### src/hdl/cpno_pkg.sv
package cpno_pkg;

    // coordinate format
    localparam int CW   = 32;
    localparam int FRAC = 16;

    // normalizer window: largest magnitude kept in [2^LO_B, 2^HI_B); difference lanes are only scaled down
    localparam int HI_B = 30;
    localparam int LO_B = 29;
    localparam int STEP = 4;

    // working widths
    localparam int LW   = 62;            // lane magnitude, covers a full cross product
    localparam int UW   = FRAC + 3;      // signed unit vector component
    localparam int QW   = FRAC + 2;      // quotient bits
    localparam int NW   = HI_B + FRAC + 1;
    localparam int RW   = 31;            // root and divisor width
    localparam int CNTW = $clog2(QW + 1);

    localparam logic [1:0] STAT_OK    = 2'd0;
    localparam logic [1:0] STAT_SHORT = 2'd1;
    localparam logic [1:0] STAT_DEGEN = 2'd2;

    typedef struct packed {
        logic start;
        logic is_div;
    } rd_cmd_t;

    typedef struct packed {
        logic busy;
        logic done;
    } rd_stat_t;

endpackage

### src/hdl/cpno_mul.sv
module cpno_mul (
    input  logic                            clk,
    input  logic signed [cpno_pkg::CW-1:0]  a,
    input  logic signed [cpno_pkg::CW-1:0]  b,
    output logic signed [2*cpno_pkg::CW-1:0] prod
);
    import cpno_pkg::*;

    logic signed [2*CW-1:0] prod_reg;

    always_ff @(posedge clk)
    begin
        prod_reg <= a * b;
    end

    assign prod = prod_reg;

endmodule

### config.mk
export PLATFORM = sky130hd
export DESIGN_NAME = cpno_mul
export DESIGN_NICKNAME = d
export VERILOG_FILES = /design/src/hdl/cpno_pkg.sv /design/src/hdl/cpno_mul.sv
export SDC_FILE = /design/constraint.sdc
export NUM_CORES = 2
export LEC_CHECK = 0
export BUFFER_PORTS_ARGS = -buffer_cell sky130_fd_sc_hd__buf_2
export CORE_ASPECT_RATIO = 0.5
export CORE_UTILIZATION = 35
export CTS_BUF_LIST = sky130_fd_sc_hd__clkbuf_4 sky130_fd_sc_hd__clkbuf_8 sky130_fd_sc_hd__clkbuf_16
export DETAILED_ROUTE_END_ITERATION = 6
export PLACE_DENSITY_LB_ADDON = 0.2
export RECOVER_POWER = 25
export SYNTH_ARGS = -nofsm -noshare
export SYNTH_HDL_FRONTEND = slang
export SYNTH_SLANG_ARGS = --single-unit
### constraint.sdc
create_clock -name clk -period 10.71 [get_ports clk]
set_input_delay 0.5355 -clock clk [delete_from_list [all_inputs] [get_ports clk]]
set_output_delay 0.5355 -clock clk [all_outputs]
set_load 0.02 [all_outputs]
# Word level (Yosys, flattened, before mapping)
# Cells that the tools add are included.
# word_totals
word_cells	2
register_bits	64
output_inout_bits	64
# op_classes
n_mul	1
# op_table
operator	count
32-bit by 32-bit multiplier with 64-bit output	1

# Depth between registers and ports, before layout
# logic_depth
word_depth	1
ltp_mapped	28
ltp_nobuf	27

# Least setup slack after synthesis
# No wires, ideal clock.
# synth_timing
path_kind	input to register
start	input b[2] (netlist name)
end	register prod_reg[62] (netlist: prod[62])
cell_stages	24
arrival_time_ns	7.725
slack_ns	2.914
cell_sequence	clkbuf_1 nand2_1 inv_1 fa_1 fa_1 fa_1 fa_1 inv_1 fa_1 inv_1 fa_1 inv_1 fa_1 inv_1 fa_1 ha_1 and3_1 nand2_1 or3_1 o22a_1 o211ai_1 a31oi_1 o31ai_1 xor2_1
# synth_between
elab_chain_cells	1
# synth_lines
item	line	text
start, declared	cpno_mul.sv:4	input logic signed [cpno_pkg::CW-1:0] b,
32-bit by 32-bit multiplier with 64-bit output	cpno_mul.sv:13	prod_reg <= a * b;
end signal, assigned	cpno_mul.sv:13	
end, declared	cpno_mul.sv:9	logic signed [2*CW-1:0] prod_reg;
# No other way between the ends.

# Worst setup path in the final report
# layout_timing
start	input a[31] (netlist name)
end	register prod_reg[63] (netlist: prod[63])
# layout_between
elab_chain_cells	1
# layout_lines
item	line	text
start, declared	cpno_mul.sv:3	input logic signed [cpno_pkg::CW-1:0] a,
32-bit by 32-bit multiplier with 64-bit output	cpno_mul.sv:13	
# No other way between the ends.

==> report_table.html <==
<table>
<tr><th>Metric</th><th>Value</th></tr>
<tr><th colspan="2">Status</th></tr>
<tr><td>Status</td><td>finished clean</td></tr>
<tr><th colspan="2">Global routing</th></tr>
<tr><td>Initial antenna violation count</td><td>6</td></tr>
<tr><td>First-pass GRT wire length</td><td>between 150000 and 200000 µm</td></tr>
<tr><td>Maximum number of pins on one net before global-route repair</td><td>33</td></tr>
<tr><td>All-Layer GR Usage</td><td>22.0%</td></tr>
<tr><td>Number of global-route vias before repair</td><td>~29000</td></tr>
<tr><td>Global route overflow</td><td>0</td></tr>
<tr><th colspan="2">Setup path</th></tr>
<tr><td>Standard cell with the maximum stage delay on the critical path</td><td>fa_1</td></tr>
<tr><td>Critical path class</td><td>in2reg</td></tr>
<tr><td>Critical path peak fanout</td><td>32</td></tr>
<tr><td>Startpoint of the most critical setup path</td><td>a[31]</td></tr>
<tr><td>Data required time of the critical path</td><td>around 11000 ps</td></tr>
<tr><td>Critical Path Sink Type</td><td>register</td></tr>
<tr><td>End of the critical path</td><td>prod[63]$_DFF_P_</td></tr>
<tr><td>Family with the most delay on the worst path</td><td>adder cells</td></tr>
<tr><td>Critical path depth</td><td>26</td></tr>
<tr><td>Critical Path Most Common Cell</td><td>fa_1</td></tr>
<tr><td>Buffering stage count on the worst path with inverters included</td><td>8</td></tr>
<tr><td>Category of the worst setup path launch point</td><td>input port</td></tr>
<tr><td>Endpoint arrival time on the critical path</td><td>between 9000 and 10000 ps</td></tr>
<tr><td>Max stage delay on crit path</td><td>~900 ps</td></tr>
<tr><th colspan="2">Yosys</th></tr>
<tr><td>Post-Syn Area</td><td>between 30000 and 40000 µm²</td></tr>
<tr><td>Seq cells post-synth</td><td>64</td></tr>
<tr><td>Distinct cells, synth</td><td>63</td></tr>
<tr><td>Number of instances in the synthesized netlist</td><td>between 3000 and 4000</td></tr>
<tr><td>EDFF count, synth</td><td>0</td></tr>
<tr><td>Share of async-settable or async-resettable flops after synthesis</td><td>0%</td></tr>
<tr><td>Post-synthesis area per instance</td><td>around 9.6 µm²</td></tr>
<tr><td>Post-synth top flop</td><td>dfxtp_1</td></tr>
<tr><td>Syn Nets</td><td>between 5000 and 6000</td></tr>
<tr><td>Sequential element share of the synthesized area</td><td>under 10%</td></tr>
<tr><td>Number of warning messages in the yosys log</td><td>0</td></tr>
<tr><th colspan="2">STA</th></tr>
<tr><td>Final Cycle Share</td><td>a little under nine tenths</td></tr>
<tr><td>Slew of the pin with the lowest slew margin</td><td>roughly 1100 ps</td></tr>
<tr><td>Post-Route Setup TNS</td><td>0 ps</td></tr>
<tr><td>Count of final hold-check violations</td><td>0</td></tr>
<tr><td>Top achievable clock speed</td><td>roughly 110 MHz</td></tr>
<tr><td>Max-slew violation count</td><td>0</td></tr>
<tr><td>PnR worst setup slack</td><td>~1600 ps</td></tr>
<tr><td>Time the final worst path needs with I/O delays and setup</td><td>just over 9000 ps</td></tr>
<tr><td>Relative slew slack</td><td>around 24%</td></tr>
<tr><td>Number of endpoints failing setup at the final stage</td><td>0</td></tr>
<tr><td>RSZ-0062 raised after global routing</td><td>no</td></tr>
<tr><th colspan="2">Routing</th></tr>
<tr><td>Per-cell via count in the routed design</td><td>around 4.9</td></tr>
<tr><td>Initial drt markers</td><td>~1400</td></tr>
<tr><td>First-pass DRT Iterations</td><td>6</td></tr>
<tr><td>Overall routed net length</td><td>roughly 110000 µm</td></tr>
<tr><td>Via count</td><td>around 26000</td></tr>
<tr><td>Average detailed-routed wire length per instance</td><td>21.3 µm</td></tr>
<tr><td>Number of remaining DRC errors</td><td>0</td></tr>
<tr><td>Antenna violation net count after detailed routing</td><td>0</td></tr>
<tr><th colspan="2">Place</th></tr>
<tr><td>IO Port Bufs</td><td>about 130</td></tr>
<tr><td>Half-perimeter wire length after detailed placement</td><td>between 80000 and 90000 µm</td></tr>
<tr><td>Pre-CTS worst setup slack</td><td>roughly 1100 ps</td></tr>
<tr><td>Placed Cells</td><td>5257</td></tr>
<tr><td>GPL Wtd Cong</td><td>around 0.9</td></tr>
<tr><td>Area post-placement</td><td>between 30000 and 40000 µm²</td></tr>
<tr><th colspan="2">Flow run</th></tr>
<tr><td># Max-Cap Violations</td><td>0</td></tr>
<tr><th colspan="2">Cells and area</th></tr>
<tr><td>Share of layout cells above drive strength 1</td><td>around 4.2%</td></tr>
<tr><td>Count of non-filler cells in the finished layout</td><td>approximately 5300</td></tr>
<tr><td>Number of nets in the layout</td><td>between 5000 and 6000</td></tr>
<tr><td>Post-synthesis to final-layout area growth</td><td>5.75%</td></tr>
<tr><td>Post-route standard cell area excluding fillers</td><td>39400 µm²</td></tr>
<tr><td>Number of flip-flops in the largest register</td><td>64</td></tr>
<tr><th colspan="2">Worst hold path</th></tr>
<tr><td>Hold depth</td><td>2</td></tr>
<tr><td>Classification of the worst-slack hold path</td><td>in2reg</td></tr>
<tr><th colspan="2">CTS</th></tr>
<tr><td>Clock transition at path regs</td><td>approximately 70 ps</td></tr>
<tr><td>CTS tree</td><td>built</td></tr>
<tr><td>Resized cells post-CTS</td><td>0</td></tr>
<tr><td>Number of hold buffers added after cts</td><td>0</td></tr>
<tr><td>Level count of the clock H-tree</td><td>3</td></tr>
<tr><td>Setup Buffers After CTS</td><td>0</td></tr>
<tr><td>Max clock buf depth</td><td>2</td></tr>
<tr><td>Clk root buf</td><td>clkbuf_16</td></tr>
<tr><td>Num Clock Sinks</td><td>64</td></tr>
<tr><td>CTS buffer count</td><td>9</td></tr>
<tr><th colspan="2">Floorplan</th></tr>
<tr><td>Die H</td><td>233 µm</td></tr>
<tr><td>Number of cell rows</td><td>84</td></tr>
<tr><td>Chip width</td><td>around 460 µm</td></tr>
<tr><td>I/O pin count</td><td>~130</td></tr>
<tr><td>Core footprint</td><td>between 100000 and 150000 µm²</td></tr>
<tr><td>Effective utilization at floorplan</td><td>between 30 and 40%</td></tr>
<tr><td>Die outline area</td><td>108000 µm²</td></tr>
</table>
-- cell type report --
cell class / instances / area, µm²
inverter: 952 / 3570
sequential: 64 / 1280
multi-input combinational: 2668 / 31600
fill: 10700 / 65900
tap: 1419 / 1780
clock buffer: 9 / 225
clock inverter: 7 / 95.1
antenna: 1 / 2.50
timing repair buffer: 154 / 797
-- layer usage --
metal | wire length [µm] | part of all wire, % | track usage, %
met5 | 13 | 0.012 | 0
met4 | 3940 | 3.5 | 7.99
met3 | 5770 | 5.1 | 3.04
met2 | 56300 | 50 | 37.7
met1 | 46200 | 41 | 28.4
-- cells in the final DEF (no fill, tap or decap), types with 4 or more instances in the layout --
cell type	n
a211oi_1	4
nor2_1	42
dfxtp_1	64
fa_1	1082
clkbuf_16	9
and2_1	515
buf_2	97
xnor2_1	53
buf_4	26
nor3_1	6
a31oi_1	12
xor2_1	22
clkbuf_1	31
o21a_1	4
or3_1	4
and3_1	7
nand4_1	7
a21oi_1	68
o31ai_1	6
inv_1	952
nand2b_1	9
nand2_1	511
nand3_1	15
o21ai_0	28
o21bai_1	15
ha_1	184
a21o_1	23
-- worst min-delay path by stage --
stage	startpoint	end	slack, ps
after floorplan	b[0]	prod[0]$_DFF_P_	660
after global placement	prod[9]$_DFF_P_	prod[9]	950
after detailed placement	prod[0]$_DFF_P_	prod[0]	950
after CTS	b[0]	prod[0]$_DFF_P_	760
after global routing	b[0]	prod[0]$_DFF_P_	790
final	b[0]	prod[0]$_DFF_P_	780
-- synth_stat cells (2+ instances only) --
cell type,n,area share [%]
o31ai_1,6,0.12
a31oi_1,12,0.20
fa_1,1082,58
inv_1,952,9.6
and2_1,516,8.7
a21oi_1,68,0.91
a211oi_2,3,0.10
and3_1,7,0.12
nor2b_1,3,0.050
nand2b_1,9,0.15
clkbuf_1,195,2.0
or3_1,4,0.067
a21boi_0,3,0.060
nand2_1,511,5.2
o21a_1,4,0.081
nor3_1,6,0.081
o21ai_0,28,0.38
o21ai_2,2,0.047
xnor2_1,53,1.2
buf_1,2,0.020
a21o_1,23,0.46
dfxtp_1,64,3.4
nand4_1,7,0.12
a211oi_1,4,0.081
o21bai_1,15,0.30
nand3_1,15,0.20
xor2_1,22,0.52
o22a_1,2,0.047
o211ai_1,3,0.060
nor2_1,42,0.42
ha_1,184,6.2
buf_2,3,0.040
a21o_2,2,0.047
and4_1,3,0.071
-- logic make-up (layout without fill, tap and decap cells) --
family	Yosys count	count (layout)	share of synthesized area, %
flip-flops	64	64	3.44
AO/OA/AOI/OAI	193	193	3.46
adder cells (fa/ha/maj)	1266	1266	64.3
other	0	1	0
AND/OR/NAND/NOR	1134	1134	15.4
buffers and inverters	1152	1122	11.6
XOR/XNOR	75	75	1.76
-- stage by stage --
| stage | utilization [%] | hold slack [ps] |
|---|---|---|
| after floorplan | - | 663 |
| after global placement | 37.1 | 951 |
| after detailed placement | 37.1 | 951 |
| after CTS | 37.4 | 765 |
| after global routing | 37.4 | 787 |
| final | 37.4 | 783 |
Power is not shown: default switching activity piles up to over one toggle a cycle in this logic, so the estimate is an artifact.
