## src/hdl/cpno_pkg.sv

```systemverilog
package cpno_pkg;

    // coordinate format
    localparam int CW   = 32;
    localparam int FRAC = 16;

    // normalizer window: largest magnitude kept in [2^LO_B, 2^HI_B); difference lanes are only scaled down
    localparam int HI_B = 30;
    localparam int LO_B = 29;
    localparam int STEP = 4;

    // working widths
    localparam int LW   = 62;            // lane magnitude, covers a full cross product
    localparam int UW   = FRAC + 3;      // signed unit vector component
    localparam int QW   = FRAC + 2;      // quotient bits
    localparam int NW   = HI_B + FRAC + 1;
    localparam int RW   = 31;            // root and divisor width
    localparam int CNTW = $clog2(QW + 1);

    localparam logic [1:0] STAT_OK    = 2'd0;
    localparam logic [1:0] STAT_SHORT = 2'd1;
    localparam logic [1:0] STAT_DEGEN = 2'd2;

    typedef struct packed {
        logic start;
        logic is_div;
    } rd_cmd_t;

    typedef struct packed {
        logic busy;
        logic done;
    } rd_stat_t;

endpackage

```

## src/hdl/cpno_rootdiv.sv

```systemverilog
module cpno_rootdiv (
    input  logic                        clk,
    input  logic                        rst_n,
    input  cpno_pkg::rd_cmd_t           cmd,
    input  logic [cpno_pkg::LW-1:0]     rad,
    input  logic [cpno_pkg::HI_B-1:0]   wmag,
    input  logic [cpno_pkg::RW-1:0]     len,
    output cpno_pkg::rd_stat_t          stat,
    output logic [cpno_pkg::RW-1:0]     res
);
    import cpno_pkg::*;

    logic            busy_reg, busy_next;
    logic            done_reg, done_next;
    logic            div_reg, div_next;
    logic [LW-1:0]   x_reg, x_next;
    logic [LW-1:0]   r_reg, r_next;
    logic [LW-1:0]   bit_reg, bit_next;
    logic [RW-1:0]   rem_reg, rem_next;
    logic [QW-1:0]   numl_reg, numl_next;
    logic [QW-1:0]   q_reg, q_next;
    logic [RW-1:0]   dvs_reg, dvs_next;
    logic [CNTW-1:0] cnt_reg, cnt_next;
    logic [RW-1:0]   res_reg, res_next;

    logic [LW:0]     t_sq;
    logic            ge_sq;
    logic [NW-1:0]   nsum;
    logic [RW:0]     t_dv;
    logic [RW:0]     dv_sub;
    logic            ge_dv;

    always_comb
    begin
        t_sq   = {1'b0, r_reg} + {1'b0, bit_reg};
        ge_sq  = {1'b0, x_reg} >= t_sq;
        // numerator with half the divisor folded in for round-half-up
        nsum   = NW'({wmag, {FRAC{1'b0}}}) + NW'(len[RW-1:1]);
        t_dv   = {rem_reg, numl_reg[QW-1]};
        ge_dv  = t_dv >= {1'b0, dvs_reg};
        dv_sub = t_dv - {1'b0, dvs_reg};

        busy_next = busy_reg;
        done_next = 1'b0;
        div_next  = div_reg;
        x_next    = x_reg;
        r_next    = r_reg;
        bit_next  = bit_reg;
        rem_next  = rem_reg;
        numl_next = numl_reg;
        q_next    = q_reg;
        dvs_next  = dvs_reg;
        cnt_next  = cnt_reg;
        res_next  = res_reg;

        if (cmd.start)
        begin
            busy_next = 1'b1;
            div_next  = cmd.is_div;
            x_next    = rad;
            r_next    = '0;
            bit_next  = LW'(1) << (LW - 2);
            rem_next  = RW'(nsum[NW-1:QW]);
            numl_next = nsum[QW-1:0];
            q_next    = '0;
            dvs_next  = len;
            cnt_next  = CNTW'(QW);
        end
        else if (busy_reg)
        begin
            if (div_reg)
            begin
                rem_next  = ge_dv ? dv_sub[RW-1:0] : t_dv[RW-1:0];
                numl_next = {numl_reg[QW-2:0], 1'b0};
                q_next    = {q_reg[QW-2:0], ge_dv};
                cnt_next  = cnt_reg - 1'b1;
                if (cnt_reg == CNTW'(1))
                begin
                    busy_next = 1'b0;
                    done_next = 1'b1;
                    res_next  = RW'(q_next);
                end
            end
            else
            begin
                if (ge_sq)
                begin
                    x_next = x_reg - t_sq[LW-1:0];
                    r_next = (r_reg >> 1) + bit_reg;
                end
                else
                begin
                    r_next = r_reg >> 1;
                end
                bit_next = bit_reg >> 2;
                if (bit_reg[0])
                begin
                    busy_next = 1'b0;
                    done_next = 1'b1;
                    res_next  = r_next[RW-1:0];
                end
            end
        end
    end

    always_ff @(posedge clk or negedge rst_n)
    begin
        if (!rst_n)
        begin
            busy_reg <= 1'b0;
            done_reg <= 1'b0;
            div_reg  <= 1'b0;
        end
        else
        begin
            busy_reg <= busy_next;
            done_reg <= done_next;
            div_reg  <= div_next;
        end
    end

    always_ff @(posedge clk)
    begin
        x_reg    <= x_next;
        r_reg    <= r_next;
        bit_reg  <= bit_next;
        rem_reg  <= rem_next;
        numl_reg <= numl_next;
        q_reg    <= q_next;
        dvs_reg  <= dvs_next;
        cnt_reg  <= cnt_next;
        res_reg  <= res_next;
    end

    assign stat.busy = busy_reg;
    assign stat.done = done_reg;
    assign res       = res_reg;

endmodule

```

## config.mk

```make
export PLATFORM = sky130hd
export DESIGN_NAME = cpno_rootdiv
export DESIGN_NICKNAME = d
export VERILOG_FILES = /design/src/hdl/cpno_pkg.sv /design/src/hdl/cpno_rootdiv.sv
export SDC_FILE = /design/constraint.sdc
export NUM_CORES = 1
export LEC_CHECK = 0
export ABC_AREA = 1
export BUFFER_PORTS_ARGS = -buffer_cell sky130_fd_sc_hd__buf_2
export CAP_MARGIN = 25
export CORE_AREA = 2 2 218 220
export CTS_CLUSTER_SIZE = 30
export DETAILED_ROUTE_END_ITERATION = 10
export DIE_AREA = 0 0 220 222
export HOLD_SLACK_MARGIN = 0.08
export PLACE_DENSITY = 0.73
export SETUP_SLACK_MARGIN = 0.4
export SLEW_MARGIN = 15
export SYNTH_ARGS = -nofsm -noshare
export SYNTH_HDL_FRONTEND = slang
export SYNTH_SLANG_ARGS = --single-unit
```

## constraint.sdc

```tcl
create_clock -name clk -period 15.34 [get_ports clk]
set_input_delay 0.767 -clock clk [delete_from_list [all_inputs] [get_ports clk]]
set_output_delay 0.767 -clock clk [all_outputs]
set_load 0.01 [all_outputs]
```

Yosys cells after proc, flatten, opt, wreduce, memory -nomap -nowiden
Cells that the tools add are included.
{"block": "word_totals", "ramBits": 0, "elab_cells": 60, "rom_bits": 0, "latch_bits": 0, "register_bits": 291, "memories": 0}
{"block": "classes", "addsub": 6, "reduce_logical": 9, "shift": 0, "bitwise": 2, "mux": 25, "mul": 0, "div_mod_pow": 0, "eq_ne": 3, "order_cmp": 2}
{"operator": "62-bit two-way mux", "n": 5}
{"operator": "31-bit two-way mux", "n": 4}
{"operator": "29-bit two-way mux", "n": 3}
{"operator": "62-bit by 61-bit adder with 63-bit output", "n": 1}
{"operator": "62-bit by 63-bit greater-or-equal comparator with 1-bit output", "n": 1}
{"operator": "61-bit by 61-bit adder with 62-bit output", "n": 1}
{"operator": "62-bit subtractor", "n": 1}
{"operator": "18-bit two-way mux", "n": 3}
{"operator": "46-bit by 30-bit adder with 47-bit output", "n": 1}
{"operator": "32-bit by 31-bit greater-or-equal comparator with 1-bit output", "n": 1}
{"operator": "31-bit subtractor", "n": 1}
{"operator": "1-bit two-way mux", "n": 10}
{"operator": "2-bit nonzero test", "n": 4}
{"operator": "2-bit AND reduction", "n": 3}
{"operator": "5-bit by 1-bit == test with 1-bit output (second input constant)", "n": 1}
{"operator": "5-bit by 1-bit subtractor with 5-bit output (second input constant)", "n": 1}
{"operator": "4-bit AND reduction", "n": 1}
{"operator": "3-bit AND reduction", "n": 1}
{"operator": "2-bit by 1-bit != test with 1-bit output (second input constant)", "n": 1}
{"operator": "2-bit != test (second input constant)", "n": 1}
{"operator": "1-bit inverter", "n": 2}

Depth between registers and ports, before layout
{"block": "depth", "depth_word": 6, "ltp_mapped": 36, "ltp_nobuf": 35}

Worst setup path after synthesis
OpenSTA, ideal clock, no wires.
{"block": "synth_path", "kind": "register to register", "startpoint": "register r_reg[2]", "endpoint": "register x_reg[0], enable pin", "setup_slack_ns": 9.927, "setup_time_ns": 0.421, "n_path_buf": 1, "stages_incl_launch_ff": 28, "arrival_ns": 4.992, "path_cell_list": "dfxtp_1 -> ha_1 -> nand3_1 -> nand2_1 -> a21oi_1 -> o21ai_0 -> a21o_1 -> nand2_1 -> nand2_1 -> a21oi_1 -> o21ai_0 -> nand2_1 -> nand3_1 -> nand2_1 -> ha_1 -> nand2_1 -> nor2_1 -> inv_1 -> nor2_1 -> inv_1 -> nor2_1 -> nand3_1 -> nand3_1 -> nand3_2 -> nand2_4 -> buf_4 -> nand2_1 -> nand2_1"}
{"block": "synth_via", "elab_chain_cells": 4}
{"item": "start: declaration", "line_no": "cpno_rootdiv.sv:17", "rtl": "logic [LW-1:0] r_reg, r_next;"}
{"item": "start signal: assignment", "line_no": "cpno_rootdiv.sv:125", "rtl": "r_reg <= r_next;"}
{"item": "62-bit by 61-bit adder with 63-bit output", "line_no": "cpno_rootdiv.sv:35", "rtl": "t_sq = {1'b0, r_reg} + {1'b0, bit_reg};"}
{"item": "62-bit by 63-bit greater-or-equal comparator with 1-bit output", "line_no": "cpno_rootdiv.sv:36", "rtl": "ge_sq = {1'b0, x_reg} >= t_sq;"}
{"item": "2-bit nonzero test (no source line)"}
{"item": "3-bit AND reduction (no source line)"}
{"item": "end signal: assignment", "line_no": "cpno_rootdiv.sv:124", "rtl": "x_reg <= x_next;"}
{"item": "end: declaration", "line_no": "cpno_rootdiv.sv:16", "rtl": "logic [LW-1:0] x_reg, x_next;"}
No other way between the ends.
A chain may end at the register's enable or synchronous reset.

Worst setup path in the final report
{"block": "layout_path", "startpoint": "register r_reg[10]", "endpoint": "register x_reg[52], enable pin"}
The elaborated chain is that of the path after synthesis.

==> impl_metrics.env <==
export IMPL_seqCellArea_mm2=0.00755
export IMPL_synth_edf_count=171
export IMPL_holdBufCountCts=1
export IMPL_cts_tree="done"
export IMPL_first_iter_violations=2783
export IMPL_nets=4251
export IMPL_dieArea_mm2=0.0488
export IMPL_setup_viol_count_final=0
export IMPL_hold_violations=0
export IMPL_dieHeight_um=222
export IMPL_netlist_area_mm2=0.0253
export IMPL_die_x_um=220
export IMPL_cts_root_buf="clkbuf_16"
export IMPL_post_route_min_period_ns=6.09
export IMPL_slowest_stage="buf_4"
export IMPL_power_density_mw_per_mm2=187
export IMPL_maxCapViolCount=0
export IMPL_grt_pass1_vias=24000
export IMPL_setup_worst_path_start_class="register"
export IMPL_setup_ws_ns=9.25
export IMPL_peakVddDrop_mv=0.141
export IMPL_fillCellCount=4634
export IMPL_tns_ns=0
export IMPL_io_pins=160
export IMPL_status="finished, final reports clean"
export IMPL_syn_nets=4136
export IMPL_required_ns=15.53
export IMPL_yosysSeqAreaShare_pct=29.9
export IMPL_cp_common_cell="nor2_1"
export IMPL_antenna_found_initial=2
export IMPL_synthArstFlopShare_pct=1.03
export IMPL_grt_max_degree=96
export IMPL_crit_fanout=63
export IMPL_areaGrowthSynthToFinish_pct=9.85
export IMPL_clk_latency_ns=0.58
export IMPL_tightestPinTransition_ns=1.11
export IMPL_clk_path_buf_depth=3
export IMPL_cp_arrival_ns=6.27
export IMPL_r2r_slack_ns=9.25
export IMPL_layoutNonFillerInstCount=4583
export IMPL_core_mm2=0.0463
export IMPL_reg2reg_from="r_reg[10]"
export IMPL_whs_path_depth=1
export IMPL_synth_area_leader_cell="edfxtp_1"
export IMPL_r2r_cells=26
export IMPL_hold_end="dvs_reg[0]"
export IMPL_clk_pin_slew_worst_paths_ns=0.06
export IMPL_synthCells=3833
export IMPL_worst_path_largest_cell_delay_ns=0.63
export IMPL_routabilityCongestion=1.02
export IMPL_yosysWarnings=0
export IMPL_finalPower_uw=5190
export IMPL_cts_resized_gates=0
export IMPL_vias=26200
export IMPL_critical_path_class="register to register"
export IMPL_endpoint_kind="register"
export IMPL_wire_per_inst_um=17.8
export IMPL_rows=79
export IMPL_grt_pass1_wl_um=128000
export IMPL_grt_overflow_total=0
export IMPL_period_share_pct=39.7
export IMPL_dp_hpwl_um=63900
export IMPL_worstHoldStart="len[0]"
export IMPL_start_util_pct=54.7
export IMPL_synth_distinct_cells=52
export IMPL_synth_ff_type="edfxtp_1"
export IMPL_placed_cells=4515
export IMPL_drive_gt1_share_pct=7.02
export IMPL_drc=0
export IMPL_p_leak_uw=0.0123
export IMPL_io_buffers=159
export IMPL_r2r_end="x_reg[52]"
export IMPL_fin_hold_ws_ns=0.381
export IMPL_grt_total_usage_pct=33.1
export IMPL_post_cts_setup_buffers=0
export IMPL_avgSynthCellArea_um2=6.60
export IMPL_cts_sinks=291
export IMPL_postRouteAntennaNets=0
export IMPL_drt_pass1_iter_count=5
export IMPL_finClkSkew_ns=0.0226
export IMPL_rsz0062_at_grt="no"
export IMPL_wl_um=81400
export IMPL_vias_per_cell=5.71
export IMPL_htreeDepth=2
export IMPL_fmax_mhz=164
export IMPL_yosysTopAreaCellShare_pct=20.3
export IMPL_post_place_ws_ns=9.44
export IMPL_multi_input_area_mm2=0.0155
export IMPL_maxSlewHeadroom_pct=25.4
export IMPL_cts_buffers=36
export IMPL_drv_slew=0
export IMPL_synth_seq_cells=291
export IMPL_worstHoldPathType="primary input to register"
export IMPL_netlist_top_cells_area="edfxtp_1 20%, nand2_1 14%, dfxtp_1 9.3%"
[cell type report]
type	count	area share, %
Inverter	494	6.68
Clock inverter	23	0.883
Tap cell	607	2.73
Clock buffer	42	3.40
Antenna cell	1	0.00901
Sequential cell	291	27.2
Multi-Input combinational cell	2951	55.7
Timing Repair Buffer	174	3.38
[worst max-delay path, delay by kind of cell (launching register included)]
kind / cells / cell delay (ns)
xor+xnor: 1 / 0.19
buf+inv: 4 / 0.80
simple gates: 15 / 2.29
flops: 1 / 0.38
compound gates: 4 / 1.15
fa+ha+maj: 2 / 0.76
[layout by cell type (no fill, tap or decap), types with 4 or more instances in the layout]
cell type,Yosys,final
a211oi_1,6,6
a21boi_0,13,13
a21o_1,23,23
a21oi_1,316,316
a221oi_1,9,9
a31oi_1,34,34
buf_2,15,158
buf_4,4,12
clkbuf_1,64,5
clkbuf_16,0,37
clkinv_1,4,5
clkinv_2,0,8
clkinv_4,0,4
dfxtp_1,117,117
edfxtp_1,171,171
ha_1,173,173
inv_1,487,486
inv_2,3,5
nand2_1,926,925
nand2_2,3,4
nand3_1,272,271
nand3b_1,9,9
nand4_1,33,33
nor2_1,481,479
nor3_1,36,36
nor4_1,14,14
o211ai_1,13,13
o21a_1,14,14
o21ai_0,306,306
o21ai_1,14,14
o21bai_1,28,28
o22ai_1,20,20
or2_2,29,29
xnor2_1,52,52
xor2_1,101,101
[report_power, final]
| group | internal (uW) | total, uW | switching (uW) |
|---|---|---|---|
| Combinational | 1010 | 3030 | 2020 |
| Clock | 498 | 868 | 369 |
| Sequential | 1090 | 1290 | 198 |
[cells by family (layout without fill, tap and decap cells)]
logic type / after synthesis / in the layout / share of synthesized area (%)
AO/OA/AOI/OAI: 806 / 806 / 17.4
XOR/XNOR: 153 / 153 / 5.30
adder cells (fa/ha/maj): 176 / 176 / 8.80
buffers and inverters: 591 / 733 / 8.99
flip-flops: 291 / 291 / 29.9
other: 0 / 1 / 0
AND/OR/NAND/NOR: 1816 / 1816 / 29.6
[Yosys cell counts, drive strengths merged, types with 4 or more instances]
| cell | instances |
|---|---|
| a211oi | 6 |
| a21boi | 13 |
| a21o | 23 |
| a21oi | 316 |
| a221oi | 9 |
| a31oi | 34 |
| buf | 33 |
| clkbuf | 64 |
| clkinv | 4 |
| dfxtp | 117 |
| edfxtp | 171 |
| ha | 173 |
| inv | 490 |
| nand2 | 930 |
| nand3 | 274 |
| nand3b | 9 |
| nand4 | 33 |
| nor2 | 483 |
| nor3 | 37 |
| nor4 | 14 |
| o211ai | 13 |
| o21a | 14 |
| o21ai | 320 |
| o21bai | 28 |
| o22ai | 20 |
| or2 | 29 |
| xnor2 | 52 |
| xor2 | 101 |
[metal layers]
layer / track usage, % / vias up / part of all wire (%) / routed length (um)
li1: - / 13000 / - / -
met1: 49.6 / 11900 / 46 / 37300
met2: 48.6 / 1139 / 42 / 34300
met3: 4.57 / 162 / 8.5 / 6910
met4: 11.1 / 0 / 3.5 / 2890
met5: 0 / - / 0 / 0
[worst max-delay path by stage]
stage                         start         to  slack [ns]  depth (start not counted)
final                     r_reg[10]  x_reg[52]        9.25                         26
after global routing       r_reg[6]  x_reg[57]        8.69                         28
after CTS                  r_reg[6]  x_reg[45]        9.40                         28
after detailed placement   r_reg[6]  x_reg[45]        9.44                         28
after global placement     r_reg[6]  x_reg[45]        9.45                         28
after floorplan            r_reg[2]   x_reg[0]        9.93                         27
[through the flow]
step	area (um^2)	utilization [%]
after floorplan	25300	-
after global placement	26500	57.4
after detailed placement	26600	57.4
after CTS	27800	60.0
after global routing	27800	60.1
final	27800	60.1
No activity file was read; power rests on OpenSTA's default activity.
